$ cat src/rtl/core/cpts_pkg.sv
// ----------------------------------------------------------------------------
// cpts_pkg
// Types and constants shared by the task scheduler cells and control.
// ----------------------------------------------------------------------------
package cpts_pkg;

	// operation codes of a transaction
	localparam logic [1:0] OP_WRITE = 2'd0;
	localparam logic [1:0] OP_TICK  = 2'd1;
	localparam logic [1:0] OP_SCHED = 2'd2;

	// run states
	localparam logic [1:0] RS_RUNNING = 2'd0;
	localparam logic [1:0] RS_INTR    = 2'd1;

	// signal masks
	localparam logic [31:0] SIG_ALRM_BIT = 32'h0000_2000;
	localparam logic [31:0] UNBLOCKABLE  = 32'h0004_0100;

	// slot index width on the scan chain (largest table is 256 slots)
	localparam int IDX_W = 8;

	// reset contents of the idle task slot
	localparam logic [7:0] IDLE_COUNT = 8'd15;
	localparam logic [5:0] IDLE_PRIO  = 6'd15;

	// token handed from cell to cell during a pick
	typedef struct packed {
		logic             vld;
		logic             have;
		logic [7:0]       best;
		logic [IDX_W-1:0] idx;
	} scan_t;

	// slot write data
	typedef struct packed {
		logic        present;
		logic [1:0]  run_state;
		logic [5:0]  prio;
		logic [7:0]  cnt;
		logic [31:0] pend;
		logic [31:0] blk;
		logic [31:0] alarm;
	} slot_wr_t;

	// strobes broadcast to every cell
	typedef struct packed {
		logic       wake;
		logic       rech;
		logic [7:0] tick_cnt;
	} cell_ctl_t;

endpackage

$ cat src/rtl/core/cpts_cell.sv
// ----------------------------------------------------------------------------
// cpts_cell
// One task slot: holds its state, applies wake-up and recharge, and takes
// part in the pick by comparing against the token from its upper neighbour.
// ----------------------------------------------------------------------------
module cpts_cell import cpts_pkg::*; #(
	parameter int IDX = 1
) (
	input  logic      clk,
	input  logic      arst_n,
	input  cell_ctl_t ctl,
	input  logic      wr_sel,
	input  logic      tick_sel,
	input  slot_wr_t  wr,
	input  logic [31:0] now,
	input  scan_t     scan_in,
	output scan_t     scan_out,
	output logic [7:0] cnt
);

	logic        present_q;
	logic [1:0]  rs_q;
	logic [7:0]  cnt_q;
	logic [5:0]  prio_q;
	logic [31:0] alarm_q;
	logic [31:0] pend_q;
	logic [31:0] blk_q;
	scan_t       scan_q;

	logic        active;
	logic        expired;
	logic [31:0] pend_w;
	logic        deliver;
	logic [8:0]  rech_sum;
	logic [7:0]  rech_v;
	logic        pick;

	// wake-up, recharge and pick decisions
	always_comb begin
		active   = present_q && (IDX != 0);
		expired  = (alarm_q != 32'd0) && (alarm_q < now);
		pend_w   = expired ? (pend_q | SIG_ALRM_BIT) : pend_q;
		deliver  = |(pend_w & ~(blk_q & ~UNBLOCKABLE));
		rech_sum = {1'b0, 1'b0, cnt_q[7:1]} + {3'b000, prio_q};
		rech_v   = rech_sum[8] ? 8'hFF : rech_sum[7:0];
		pick     = active && (rs_q == RS_RUNNING) &&
			(!scan_in.have || (cnt_q > scan_in.best));
	end

	// slot state
	always_ff @(posedge clk or negedge arst_n) begin
		if (!arst_n) begin
			present_q <= (IDX == 0);
			rs_q      <= RS_RUNNING;
			cnt_q     <= (IDX == 0) ? IDLE_COUNT : 8'd0;
			prio_q    <= (IDX == 0) ? IDLE_PRIO : 6'd1;
			alarm_q   <= '0;
			pend_q    <= '0;
			blk_q     <= '0;
		end else if (wr_sel) begin
			present_q <= wr.present;
			rs_q      <= wr.run_state;
			cnt_q     <= wr.cnt;
			prio_q    <= (wr.prio == 6'd0) ? 6'd1 : wr.prio;
			alarm_q   <= wr.alarm;
			pend_q    <= wr.pend;
			blk_q     <= wr.blk;
		end else if (tick_sel) begin
			cnt_q <= ctl.tick_cnt;
		end else if (ctl.wake && active) begin
			pend_q <= pend_w;
			if (expired) begin
				alarm_q <= '0;
			end
			if (deliver && (rs_q == RS_INTR)) begin
				rs_q <= RS_RUNNING;
			end
		end else if (ctl.rech && active) begin
			cnt_q <= rech_v;
		end
	end

	// scan token stage
	always_ff @(posedge clk or negedge arst_n) begin
		if (!arst_n) begin
			scan_q <= '0;
		end else begin
			scan_q.vld <= scan_in.vld;
			if (pick) begin
				scan_q.have <= 1'b1;
				scan_q.best <= cnt_q;
				scan_q.idx  <= IDX_W'(IDX);
			end else begin
				scan_q.have <= scan_in.have;
				scan_q.best <= scan_in.best;
				scan_q.idx  <= scan_in.idx;
			end
		end
	end

	assign scan_out = scan_q;
	assign cnt      = cnt_q;

endmodule

$ cat config.mk
export PLATFORM = sky130hd
export DESIGN_NAME = cpts_cell
export DESIGN_NICKNAME = d
export VERILOG_FILES = /design/src/rtl/core/cpts_pkg.sv /design/src/rtl/core/cpts_cell.sv
export SDC_FILE = /design/constraint.sdc
export NUM_CORES = 1
export LEC_CHECK = 0
export CAP_MARGIN = 15
export CORE_ASPECT_RATIO = 1.2
export CORE_MARGIN = 2
export CORE_UTILIZATION = 44
export CTS_CLUSTER_DIAMETER = 100
export DETAILED_ROUTE_END_ITERATION = 10
export DONT_BUFFER_PORTS = 1
export PLACE_DENSITY = 0.61
export SLEW_MARGIN = 5
export SYNTH_ARGS = -nofsm -noshare
export SYNTH_HDL_FRONTEND = slang
export SYNTH_SLANG_ARGS = --single-unit
$ cat constraint.sdc
create_clock -name clk -period 2.3 [get_ports clk]
set_clock_uncertainty 0.15 [all_clocks]
set_input_delay 0.345 -clock clk [delete_from_list [all_inputs] [get_ports clk]]
set_output_delay 0.345 -clock clk [all_outputs]
set_load 0.03 [all_outputs]
==> results of run 1 <==
==> cells by family after synthesis <==
family	after synthesis	synth area share
xor+xnor	2	0.00269
mux	81	0.133
buf+inv	106	0.0651
simple gates	136	0.0992
compound gates	117	0.115
fa+ha+maj	46	0.0894
flops	129	0.495
==> cell usage after synthesis (all sizes together) (12+ instances only) <==
master,number
dfrtp,128
inv,81
mux2,46
ha,45
o21ai,44
nand2,42
nor2,39
mux2i,35
a21oi,21
nor2b,16
clkbuf,13
o22ai,13
nor4,12
==> per-stage QoR <==
| stage | setup WS [ps] | TNS [ps] | area (µm²) | hold slack, ps | instances |
|---|---|---|---|---|---|
| after detailed placement | -157 | -4340 | 6890 | -97.8 | 799 |
| after global placement | -128 | -3830 | 6890 | -98.1 | 799 |
| after floorplan | -29.7 | -38.3 | 6550 | -101 | 617 |
==> metrics.md, run 1 <==
| Metric | Value |
|---|---|
| Yosys top cell by area | dfrtp_1 |
| Synth Flop Type | dfrtp_1 |
| Stopped at | 4_1_cts |
| EDFF count, synth | 0 |
| Cells after synthesis | around 600 |
| Synth cell types | 53 |
| YS warnings | 0 |
| Seq cells post-synth | 129 |
| GPL Wtd Cong | around 0.82 |
| # IOs | approximately 200 |
| Mapped cell area | 6520 µm² |
| Clock root cell | clkbuf_16 |
| Clock sinks | about 130 |
| Post-CTS setup buffer count | 3 |
| H-tree Lvls | 4 |
| Deepest clock path buffer count | 2 |
| Status | did not finish |
| CTS resizes | 24 |
| TritonCTS buffer count | 17 |
| Syn_nets | 840 |
| Dpl hpwl | about 11000 µm |
| Tool error | [ERROR RSZ-0060] Max buffer count reached. |
| Avg Inst Size Synth | roughly 11 µm² |
| Die Ht | ~140 µm |
| Post-synth top area share | 0.491 |
| # port buffers | 0 |
| Register area share after synthesis | 0.495 |
| Area contributors post-synth | dfrtp_1, ha_1, mux2_2 |
| Initial Utilization | 0.452 |
| Asr flop ratio synth | 1.00 |
| Row count | 48 |
| Chip width | about 120 µm |
| Cts hold-fix bufs | about 170 |
==> run 2, diff against run 1 <==
CORE_ASPECT_RATIO = unset   (was 1.2)
CORE_UTILIZATION = 29   (was 44)
CTS_CLUSTER_DIAMETER = unset   (was 100)
PLACE_DENSITY = unset   (was 0.61)
PLACE_DENSITY_LB_ADDON = 0.15   (was unset)
clock period = 2.99 ns   (was 2.3 ns; I/O delays follow)
==> metrics.md, run 2 <==
| Metric | Value |
|---|---|
| Deepest clock path buffer count | 2 (unchanged) |
| Avg Inst Size Synth | 10.6 µm² (unchanged) |
| Asr flop ratio synth | 1.00 (unchanged) |
| Most common cell after layout, fill and taps aside | dfrtp_1 |
| Final wirelength | between 15000 and 20000 µm |
| CP peak stage delay | about 500 ps |
| Initial antenna violation count | 1 |
| GPL Wtd Cong | 0.790 (-3.2%) |
| Clk_lat worst skew | between 400 and 500 ps |
| Share of layout cells above drive strength 1 | 0.143 |
| Count leader, synth | dfrtp_1 |
| Clock transition at path regs | 60 ps |
| CTS tree | built |
| Final Power | 5060 µW |
| Gr ovfl total | 0 |
| Largest regs | alarm_q: 32 flops, pend_q: 32 flops, blk_q: 30 flops |
| Tcrit/Tclk final | 0.880 |
| Worst-margin pin slew | about 710 ps |
| WP data arrival | 2780 ps |
| # port buffers | 0 (unchanged) |
| Remaining antenna violation count | 0 |
| DRT Pass-1 Iters | 4 |
| Vias in the first global route | between 5000 and 6000 |
| Yosys top cell by area | dfrtp_1 |
| Register area | approximately 3200 µm² |
| Hold Vio Cnt, Final | around 130 |
| Commonest cells post-synth | dfrtp_1, inv_1, ha_1, mux2_2, o21ai_0 |
| Area of the multi-input gates | between 2000 and 3000 µm² |
| Final Slew Violations | 0 |
| Worst path slowest cell | a2111o_1 |
| # IOs | 203 (unchanged) |
| Critical Path Start Type | register |
| Post-synth top area share | 0.491 (unchanged) |
| Starting DRT DRC Count | around 230 |
| CP cell instances | ha_1 > a21o_1 > a21oi_1 > o221ai_1 > a2111o_1 > a311oi_4 > buf_4 > nor2_1 |
| Failing checks | hold timing |
| WP data required | 3140 ps |
| EDFF count, synth | 0 (unchanged) |
| Status | finished, violations left |
| Min cycle time layout | roughly 2600 ps |
| DRC | 0 |
| Synth cell types | 53 (unchanged) |
| Cts hold-fix bufs | 29 (-83%) |
| Most frequent cells in the layout | dfrtp_1, inv_1, mux2_2, ha_1, o21ai_0 |
| Row count | 54 (+13%) |
| Hold Path Class | primary input to asynchronous set/reset pin |
| Die Ht | 154 µm (+12%) |
| H-tree Lvls | 4 (unchanged) |
| Setup violations, final | 0 |
| CP Capture Type | register |
| Area contributors post-synth | dfrtp_1, ha_1, mux2_2 |
| Dpl hpwl | 12200 µm (+11%) |
| Initial Utilization | 0.297 (-0.155) |
| WS Path Type | register to register |
| Fmax | between 300 and 400 MHz |
| TritonCTS buffer count | 17 (unchanged) |
| DR vias | around 4600 |
| Max rail drop VDD | 0.000274 V |
| Synth Flop Type | dfrtp_1 |
| Gr usage total | 0.148 |
| Largest net degree at the start of global routing | 130 |
| Max cap viols | 0 |
| Syn_nets | 840 (unchanged) |
| CP Max Fanout | 22 |
| Final Hold Slack | -426 ps |
| Filler cells | around 2200 |
| Mapped cell area | 6520 µm² (unchanged) |
| Post-layout net count | 873 |
| YS warnings | 0 (unchanged) |
| Routed len/inst | 17.8 µm |
| Pwr dens | ~650 nW/µm² |
| Clock root cell | clkbuf_16 |
| Clock sinks | 129 (unchanged) |
| Relative slew slack | 0.525 |
| First-pass GRT wire length | between 20000 and 30000 µm |
| Top Family by Delay on Critical Path | compound AO/OA/AOI/OAI gates |
| WP buf/inv | 1 |
| P_leak | between 0.003 and 0.004 µW |
| RSZ-0062 raised after global routing | no |
| Total core area | 22000 µm² |
| Sum Neg Setup Slack | 0 ps |
| Vias per cell | 4.92 |
| Cells after synthesis | 617 (unchanged) |
| DIE AREA | roughly 24000 µm² |
| Register area share after synthesis | 0.495 (unchanged) |
| Seq cells post-synth | 129 (unchanged) |
| Chip width | 154 µm (+34%) |
| Layout area overhead | 18.9% |
[run 2: cell counts after synthesis]
Identical to the previous run, type by type.
[run 2: kinds of logic (layout without fill, tap and decap cells)]
kind of cell | after synthesis | count (layout) | share of synthesized area
AOI/OAI and AO/OA | 117 | 117 | 0.115
xor gates and xnor gates | 2 | 2 | 0.00269
adders and majority gates | 46 | 46 | 0.0894
buffers and inverters | 106 | 152 | 0.0651
DFF | 129 | 129 | 0.495
muxes | 81 | 81 | 0.133
other | 0 | 1 | 0
and+or+nand+nor | 136 | 136 | 0.0992
[run 2: path summary, 6_finish.rpt]
kind                                  start           to  slack, ps  depth (start not counted)
worst min-delay path                 arst_n  scan_out[2]       -430                          0
worst min register to register   pend_q[13]      rs_q[0]        310                          1
worst max-delay path            alarm_q[21]  alarm_q[26]        360                          8
min in group clk                     wr[66]    pend_q[2]         20                          2
max in group asynchronous            arst_n    prio_q[0]       2890                          0
worst max register to register  alarm_q[21]  alarm_q[26]        360                          8
[run 2: area by class of cell]
type                            count  area share
Sequential cell                   129       0.416
Clock buffer                       18      0.0553
Clock inverter                     14      0.0260
Multi-Input combinational cell    382       0.370
Timing Repair Buffer               38      0.0474
Inverter                           82      0.0397
Antenna cell                        1    0.000323
Tap cell                          280      0.0452
[run 2: what timing repair did]
item / CTS / global route
resized for setup: 0 / 0
buffers inserted: 0 / 0
hold endpoints to repair: 165 / 129
[run 2: worst reg2reg max path, delay by kind of cell (launching register included)]
family                   cells  cell delay [ps]
buffers and inverters        1              310
adder cells (fa/ha/maj)      1              310
flip-flops                   1              400
AO/OA/AOI/OAI                5             1250
AND/OR/NAND/NOR              1              100
[run 2: per-layer routing]
| layer | up-vias | share of wire | GRT usage |
|---|---|---|---|
| li1 | 2203 | - | - |
| met1 | 2261 | 0.44 | 0.183 |
| met2 | 165 | 0.47 | 0.242 |
| met3 | 17 | 0.072 | 0.0479 |
| met4 | 0 | 0.019 | 0.0538 |
| met5 | - | 0 | 0 |
[run 2: metrics by stage]
| step | std cells | worst slack (ps) | utilization | cell area [µm²] |
|---|---|---|---|---|
| 2_1_floorplan | 617 | 418 | - | 6520 |
| 3_3_place_gp | 882 | 300 | 0.311 | 6820 |
| 3_5_place_dp | 882 | 272 | 0.311 | 6820 |
| 4_1_cts | 943 | 348 | 0.353 | 7750 |
| 5_1_grt | 943 | 184 | 0.353 | 7750 |
| 6_report | 944 | 358 | 0.353 | 7750 |
[run 2: where the power goes]
| part | switching, µW | internal (µW) |
|---|---|---|
| registers | 180 | 1930 |
| logic | 345 | 349 |
| clock network | 842 | 1410 |
(Power assumes the default switching activity.)
